==> config.mk <==
export PLATFORM = sky130hd
export DESIGN_NAME = jts_expiry_calc
export DESIGN_NICKNAME = d
export VERILOG_FILES = /design/src/hdl/jts_pkg.sv /design/src/hdl/jts_expiry_calc.sv
export SDC_FILE = /design/constraint.sdc
export NUM_CORES = 2
export LEC_CHECK = 0
export ABC_AREA = 1
export BUFFER_PORTS_ARGS = -buffer_cell sky130_fd_sc_hd__buf_2
export CAP_MARGIN = 20
export CORE_MARGIN = 1
export CORE_UTILIZATION = 30
export DETAILED_ROUTE_END_ITERATION = 7
export SYNTH_ARGS = -nofsm -noshare
export SYNTH_HDL_FRONTEND = slang
export SYNTH_SLANG_ARGS = --single-unit
==> constraint.sdc <==
create_clock -name clk_i -period 13.12 [get_ports clk_i]
set_input_delay 0.656 -clock clk_i [delete_from_list [all_inputs] [get_ports clk_i]]
set_output_delay 0.656 -clock clk_i [all_outputs]
set_load 0.02 [all_outputs]
==> src/hdl/jts_pkg.sv <==
package jts_pkg;

  localparam int TimerCountDefault = 16;
  localparam logic [15:0] SliceReset = 16'd100;
  localparam logic [31:0] GenSeed = 32'h2545_F491;

  localparam logic [1:0] OP_SET  = 2'd0;
  localparam logic [1:0] OP_STOP = 2'd1;
  localparam logic [1:0] OP_TICK = 2'd2;

  localparam logic KIND_FIRED  = 1'b0;
  localparam logic KIND_STATUS = 1'b1;

  typedef struct packed {
    logic [63:0] expiry;
    logic [63:0] period;
    logic [6:0]  jitter;
    logic [31:0] rnd;
  } entry_t;

  typedef enum logic [3:0] {
    S_IDLE,
    S_DECODE,
    S_SET_RD,
    S_CALC,
    S_DISARM,
    S_SCAN,
    S_DRAIN,
    S_PICK,
    S_OUT_FIRE,
    S_OUT_STAT
  } top_state_e;

  typedef enum logic [2:0] {
    EC_IDLE,
    EC_QDIV,
    EC_RDIV,
    EC_MUL,
    EC_TDIV,
    EC_ADD,
    EC_MDIV,
    EC_FIN
  } calc_state_e;

  // xorshift32 with shifts 13, 17, 5
  function automatic logic [31:0] xorshift(input logic [31:0] s);
    logic [31:0] x;
    x = s;
    x = x ^ (x << 13);
    x = x ^ (x >> 17);
    x = x ^ (x << 5);
    return x;
  endfunction

endpackage

==> src/hdl/jts_expiry_calc.sv <==
module jts_expiry_calc import jts_pkg::*; (
  input  logic        clk_i,
  input  logic        rst_ni,
  input  logic        start_i,
  input  logic [31:0] rnd_i,
  input  logic [6:0]  pct_i,
  input  logic [63:0] rel_i,
  input  logic [63:0] now_i,
  input  logic [15:0] slice_i,
  output logic        busy_o,
  output logic        done_o,
  output logic [63:0] expiry_o
);

  // ceil(2^22 / 100), exact for dividends below 2^15
  localparam logic [15:0] Recip100 = 16'd41944;

  calc_state_e st_q, st_d;
  logic [71:0] num_q;
  logic [31:0] rem_q, div_q, rnd_q;
  logic [6:0]  cnt_q, r_q;
  logic [63:0] rel_q, now_q, c_q, res_q;
  logic [15:0] slice_q;

  logic [32:0] rem_sh;
  logic        ge, last_step;
  logic [31:0] rem_nx;
  logic [71:0] num_nx;
  logic [64:0] sum, fin_sum;
  logic [63:0] c2;
  logic [70:0] prod;
  logic [14:0] dv, dq_sub, dr;
  logic [30:0] dq_prod;
  logic [7:0]  dq;
  logic [71:0] tq_nx;

  // one restoring divider step per cycle
  assign rem_sh    = {rem_q, num_q[71]};
  assign ge        = rem_sh >= {1'b0, div_q};
  assign rem_nx    = ge ? 32'(rem_sh - {1'b0, div_q}) : rem_sh[31:0];
  assign num_nx    = {num_q[70:0], ge};
  assign last_step = cnt_q == 7'd1;

  // divide by 100 one byte a cycle, remainder stays below 100
  assign dv      = {rem_q[6:0], num_q[71:64]};
  assign dq_prod = 31'(dv) * 31'(Recip100);
  assign dq      = dq_prod[29:22];
  assign dq_sub  = 15'(dq) * 15'd100;
  assign dr      = dv - dq_sub;
  assign tq_nx   = {num_q[63:0], dq};

  assign sum     = {1'b0, now_q} + {1'b0, rel_q};
  assign c2      = c_q - {48'd0, rem_nx[15:0]};
  assign fin_sum = {1'b0, c2} + {49'd0, slice_q};
  assign prod    = 71'(r_q) * 71'(rel_q);

  always_comb begin
    st_d = st_q;
    case (st_q)
      EC_IDLE: if (start_i) st_d = (pct_i != 7'd0) ? EC_QDIV : EC_ADD;
      EC_QDIV: if (last_step) st_d = EC_RDIV;
      EC_RDIV: if (last_step) st_d = (num_nx[31:0] >= 32'd100) ? EC_ADD : EC_MUL;
      EC_MUL:  st_d = EC_TDIV;
      EC_TDIV: if (last_step) st_d = EC_ADD;
      EC_ADD:  st_d = sum[64] ? EC_FIN : EC_MDIV;
      EC_MDIV: if (last_step) st_d = EC_FIN;
      EC_FIN:  st_d = EC_IDLE;
      default: st_d = EC_IDLE;
    endcase
  end

  always_comb begin
    busy_o   = st_q != EC_IDLE;
    done_o   = st_q == EC_FIN;
    expiry_o = res_q;
  end

  always_ff @(posedge clk_i or negedge rst_ni) begin
    if (!rst_ni) begin
      st_q <= EC_IDLE;
    end else begin
      st_q <= st_d;
    end
  end

  always_ff @(posedge clk_i) begin
    case (st_q)
      EC_IDLE: begin
        if (start_i) begin
          rnd_q   <= rnd_i;
          rel_q   <= rel_i;
          now_q   <= now_i;
          slice_q <= (slice_i == 16'd0) ? 16'd1 : slice_i;
          num_q   <= {32'hFFFF_FFFF, 40'd0};
          div_q   <= {25'd0, pct_i};
          rem_q   <= '0;
          cnt_q   <= 7'd32;
        end
      end
      EC_QDIV: begin
        if (last_step) begin
          num_q <= {rnd_q, 40'd0};
          div_q <= num_nx[31:0];
          rem_q <= '0;
          cnt_q <= 7'd32;
        end else begin
          num_q <= num_nx;
          rem_q <= rem_nx;
          cnt_q <= cnt_q - 7'd1;
        end
      end
      EC_RDIV: begin
        if (last_step) begin
          if (num_nx[31:0] >= 32'd100) rel_q <= '0;
          else r_q <= num_nx[6:0];
        end else begin
          num_q <= num_nx;
          rem_q <= rem_nx;
          cnt_q <= cnt_q - 7'd1;
        end
      end
      EC_MUL: begin
        num_q <= {1'b0, prod};
        rem_q <= '0;
        cnt_q <= 7'd9;
      end
      EC_TDIV: begin
        if (last_step) begin
          rel_q <= rel_q - tq_nx[63:0];
        end else begin
          num_q <= tq_nx;
          rem_q <= {25'd0, dr[6:0]};
          cnt_q <= cnt_q - 7'd1;
        end
      end
      EC_ADD: begin
        if (sum[64]) begin
          res_q <= '1;
        end else begin
          c_q   <= sum[63:0];
          num_q <= {sum[63:0], 8'd0};
          div_q <= {16'd0, slice_q};
          rem_q <= '0;
          cnt_q <= 7'd64;
        end
      end
      EC_MDIV: begin
        if (last_step) begin
          res_q <= fin_sum[64] ? '1 : fin_sum[63:0];
        end else begin
          num_q <= num_nx;
          rem_q <= rem_nx;
          cnt_q <= cnt_q - 7'd1;
        end
      end
      default: ;
    endcase
  end

endmodule

# After elaboration in Yosys (flattened, before gate mapping)
# Index checks and enable logic that the tools add are counted.
# totals
elab_cells	105
register_bits	457
in_bits	186
# op_classes
bitwise	2
muxes	40
n_mul	3
order_cmp	2
reduce_logical	20
n_addsub	7
n_eq_ne	19
# ops
cell	n
$mux W64	7
$pmux W72 S6	1
$mux W72	5
$mux W32	9
$pmux W32 S6	1
$pmux W64 S3	1
$pmux W64 S2	1
$pmux W32 S3	1
$mul A7 B64 Y71	1
$add A64 B16 Y65	1
$add A64 B64 Y65	1
$sub A64 B16 Y64	1
$sub A64 B64 Y64	1
$pmux W7 S5	1
$ge A33 B32 Y1	1
$ge A32 B7 Y1 const B	1
$sub A32 B32 Y32	1
$mux W7	4
$mul A15 B13 Y27 const B	1
$pmux W3 S8	1
$ne A2 B2 Y1 const B	11
$mux W3	7
$logic_not A16 Y1	1
$reduce_and A5 Y1	3
20 further kinds	30

# Depth between registers and ports, before layout
# logic_depth
word_depth	7
mapped_depth	43
mapped_depth_nobuf	42

# Least setup slack after synthesis
# OpenSTA, ideal clock, no wires.
# synth_path
path_type	register to register
from	register rel_q[0]
to	register num_q[0] (enable)
n_path_buf	0
path_slack_ns	2.562
setup_ns	0.721
t_required_ns	12.399
arrival_time_ns	9.837
path_stages_with_launch	19
period_less_slack_ns	10.558
cell_sequence	edfxtp_1 -> ha_1 -> fa_1 -> nand3_1 -> nand2_1 -> nand2_1 -> nand3b_1 -> nand2_1 -> nand2_1 -> a21o_1 -> nand2_1 -> nand2_1 -> nand2_1 -> nand2_1 -> nand4_1 -> nand2_1 -> nand2_1 -> nand2_1 -> a211oi_1
# synth_between
elab_chain_len	3
# synth_rtl
item	line_no	rtl
start: declaration	jts_expiry_calc.sv:22	logic [63:0] rel_q, now_q, c_q, res_q;
start signal: assignment	jts_expiry_calc.sv:91	rel_q <= rel_i;
start signal: assignment	jts_expiry_calc.sv:129	rel_q <= rel_q - tq_nx[63:0];
$add A64 B64 Y65	jts_expiry_calc.sv:52	assign sum = {1'b0, now_q} + {1'b0, rel_q};
$ne A2 B2 Y1 (no line)	--	
$reduce_and A5 Y1 (no line)	--	
end signal: assignment	jts_expiry_calc.sv:94	num_q <= {32'hFFFF_FFFF, 40'd0};
end signal: assignment	jts_expiry_calc.sv:102	num_q <= {rnd_q, 40'd0};
end signal: assignment	jts_expiry_calc.sv:107	num_q <= num_nx;
end: declaration	jts_expiry_calc.sv:19	logic [71:0] num_q;
# Every way passes these cells.
# A chain may end at the register's enable or synchronous reset.

# Worst setup path after layout
# layout_path
from	register rem_q[1]
to	register res_q[20] (netlist: expiry_o[20]) (data pin)
# layout_between
elab_chain_len	7
word_cells_on_any_way	8
classes_between	add/sub (3); order compare (1); mux (4)
# layout_rtl
item	line_no	rtl
start: declaration	jts_expiry_calc.sv:20	logic [31:0] rem_q, div_q, rnd_q;
start signal: assignment	jts_expiry_calc.sv:108	rem_q <= rem_nx;
start signal: assignment	jts_expiry_calc.sv:118	rem_q <= rem_nx;
start signal: assignment	jts_expiry_calc.sv:132	rem_q <= {25'd0, dr[6:0]};
$sub A32 B32 Y32 / $ge A33 B32 Y1 (equally long branches)	jts_expiry_calc.sv:40, jts_expiry_calc.sv:39	
$mux W32 (*)	jts_expiry_calc.sv:40	assign rem_nx = ge ? 32'(rem_sh - {1'b0, div_q}) : rem_sh[31:0];
$sub A64 B16 Y64 (*)	jts_expiry_calc.sv:53	assign c2 = c_q - {48'd0, rem_nx[15:0]};
$add A64 B16 Y65 (*)	jts_expiry_calc.sv:54	assign fin_sum = {1'b0, c2} + {49'd0, slice_q};
$mux W64 (*)	jts_expiry_calc.sv:149	res_q <= fin_sum[64] ? '1 : fin_sum[63:0];
$mux W64 (*)	jts_expiry_calc.sv:148	if (last_step) begin
$pmux W64 S2 (*)	jts_expiry_calc.sv:87	case (st_q)
end signal: assignment	jts_expiry_calc.sv:149	
end: declaration	jts_expiry_calc.sv:22	
# Mark *: on every way between the ends. The rest lies on a longest branch, timed or not. The select of a mux whose other input is x is not followed.

==> impl_metrics.yaml <==
placed_design:
  numPortBuffers: 251
  dp_hpwl_um: 171000
  gp_congestion: 1.04
cts:
  cts_tree: "done"
  numCtsBuffers: 60
  root_buffer: "clkbuf_16"
  cts_setup_buffers: 0
  path_clk_slew_ns: 0.07
  clkLatencyLatePin_ns: 0.72
  clock_sinks: 457
  cts_buffer_depth: 3
  cts_htree_levels: 2
critical_path:
  cp_slowest_stage_delay_ns: 0.69
  start_kind: "register"
  critPathSlowestCell: "buf_4"
  end_kind: "register"
  required_ns: 13.51
  cp_max_fo: 51
  crit_arrival_ns: 8.02
  crit_start: "rem_q[1]"
  crit_top_cell: "nand2_1"
  r2r-start: "rem_q[1]"
  path_class: "reg -> reg"
global_route:
  grt.total_usage: 0.230
  grt_pass1_wl_um: 300000
  grt_pass1_vias: 47500
  grt_max_degree: 80
  grt.busiest_layer: "met2"
  overflow: 0
  met3_usage: 0.0377
  use_met1: 0.312
  gr-usage-met2: 0.368
  antenna_found_initial: 7
job:
  max_cap_violations: 0
sta:
  hold_violations: 0
  rsz0062_at_grt: "no"
  final.setup.tns_ns: 0
  drv_slew: 0
  clock.fmax_ghz: 0.131
  slew_headroom: 0.307
  finalClockSkew_ns: 0.0473
  period_minus_slack_ns: 7.62
  period_share: 0.581
  tightest_slew_ns: 1.04
  setup-violations-final: 0
cells_and_area:
  area_delta_synth_final_pct: 11.6
  drive_above_1_share: 0.0821
  fin_nets: 8035
  final_common_cell: "nand2_1"
  final_cell_mix: "nand2_1, inv_1, nor2_1"
min_path:
  hp-start: "now_i[17]"
  hold_path.class: "in -> reg"
synth:
  ys_warn_count: 0
  ys_seq_elements: 457
  synth_flop_cell: "edfxtp_1"
  synth_nets: 7833
  yosys-top-cells-area: "edfxtp_1, fa_1, nand2_1"
  seq_area_frac_synth: 0.264
  synthArstFlopShare: 0.00656
  yosysUniqueCellTypes: 69
  synth_edf_count: 454
  syn_area_per_cell_um2: 7.56
  synth_area_leader_cell: "edfxtp_1"
  netlist.area_leader.share: 0.262
  synthesis.area_um2: 52000
  synthCells: 6883
route:
  dr.first_iter.drc_count: 4473
  finalWirelength_um: 205000
  drtPass1Iterations: 6
  routedWlPerCell_um: 21.7
  drc_errors: 0
  vias: 48400
  antenna_left: 0
  viasPerCell: 5.12
status:
  status: "finished, final reports clean"
die:
  core_area_um2: 172000
  start_util: 0.303
  die_h_um: 418
  row_count: 152
  die_w_um: 418
  ios: 252
  die-area_um2: 175000
[through the flow]
| step | utilization | hold slack [ns] | instances | area, um^2 | setup WS, ns |
|---|---|---|---|---|---|
| floorplan | - | 0.360 | 6883 | 52000 | 2.56 |
| global placement | 0.325 | 0.492 | 9331 | 55900 | 5.77 |
| detailed placement | 0.325 | 0.480 | 9332 | 55900 | 5.52 |
| CTS | 0.338 | 0.0871 | 9446 | 58100 | 5.51 |
| global route | 0.338 | 0.0989 | 9446 | 58100 | 4.77 |
| finish | 0.338 | 0.111 | 9449 | 58100 | 5.50 |
[cell type report]
cell class	count	area [um^2]
fill	18300	114000
clock inverter	47	573
inverter	1255	4710
clock buffer	66	1570
sequential	457	13700
antenna	3	7.51
timing repair buffer	287	1540
tap	2310	2890
multi-input combinational	5024	33100
[path summary, 6_finish.rpt]
path | slack, ns | end | cells after the start
setup / recovery | 5.50 | expiry_o[20] | 33
hold / removal | 0.11 | now_q[17] | 1
setup reg to reg | 5.50 | expiry_o[20] | 33
hold reg to reg | 0.49 | r_q[4] | 0
max in group asynchronous | 12.66 | st_q[1] | 2
min in group asynchronous | 0.32 | st_q[2] | 2
[sequential cells by signal, indices dropped and copies added, names as in the netlist]
| register | cells |
|---|---|
| num_q | 72 |
| c_q | 64 |
| expiry_o | 64 |
| now_q | 64 |
| rel_q | 64 |
| div_q | 32 |
| rem_q | 32 |
| rnd_q | 32 |
| slice_q | 16 |
| cnt_q | 7 |
| r_q | 7 |
| st_q | 3 |
[routing by layer]
layer  wire length, um  vias to the layer above  share of wire
li1                  -                    22800              -
met1             88600                    23400           0.43
met2             91900                     1978           0.45
met3             16400                      281          0.080
met4              7650                       12          0.037
met5                86                        -        0.00042
[synth_stat cells (all sizes together), types with 5 or more instances]
cell type     n
a2111oi       6
xor2        107
a21oi       537
a211oi       13
nand4        62
clkbuf      123
nor2        697
fa          383
o21ai       342
nand2      1660
o21bai       12
edfxtp      454
ha          381
nand3b       22
a21o         18
inv        1253
nor4         32
o22ai         5
nand3       356
o31ai         6
o211ai       43
a21boi       13
a221oi        9
and2          9
nor3         54
xnor2        69
o2111ai      31
or2          28
o21a         50
a31oi        45
buf          24
o221ai       13
a22oi         5
[cells by family after synthesis]
group                    Yosys count  share of synthesized area
XOR/XNOR                         176                     0.0304
buffers and inverters           1402                      0.102
AND/OR/NAND/NOR                 2925                      0.238
flip-flops                       457                      0.264
AO/OA/AOI/OAI                   1159                      0.127
adder cells (fa/ha/maj)          764                      0.239
[repair_timing]
item | in CTS | in global routing
hold endpoints to repair | 3 | 0
gates resized for setup | 0 | 0
hold buffers | 1 | 0
[worst max-delay path: cells and delay by family, from the launching register on]
kind                     cells  cell delay (ns)
XOR/XNOR                     1             0.18
AND/OR/NAND/NOR             17             2.33
AO/OA/AOI/OAI               10             2.10
adder cells (fa/ha/maj)      3             1.18
flip-flops                   1             0.59
buffers and inverters        2             0.83
Power is left out: the tool's default activity adds up to more than one toggle a clock period on the data nets, which glitch-free logic cannot reach.
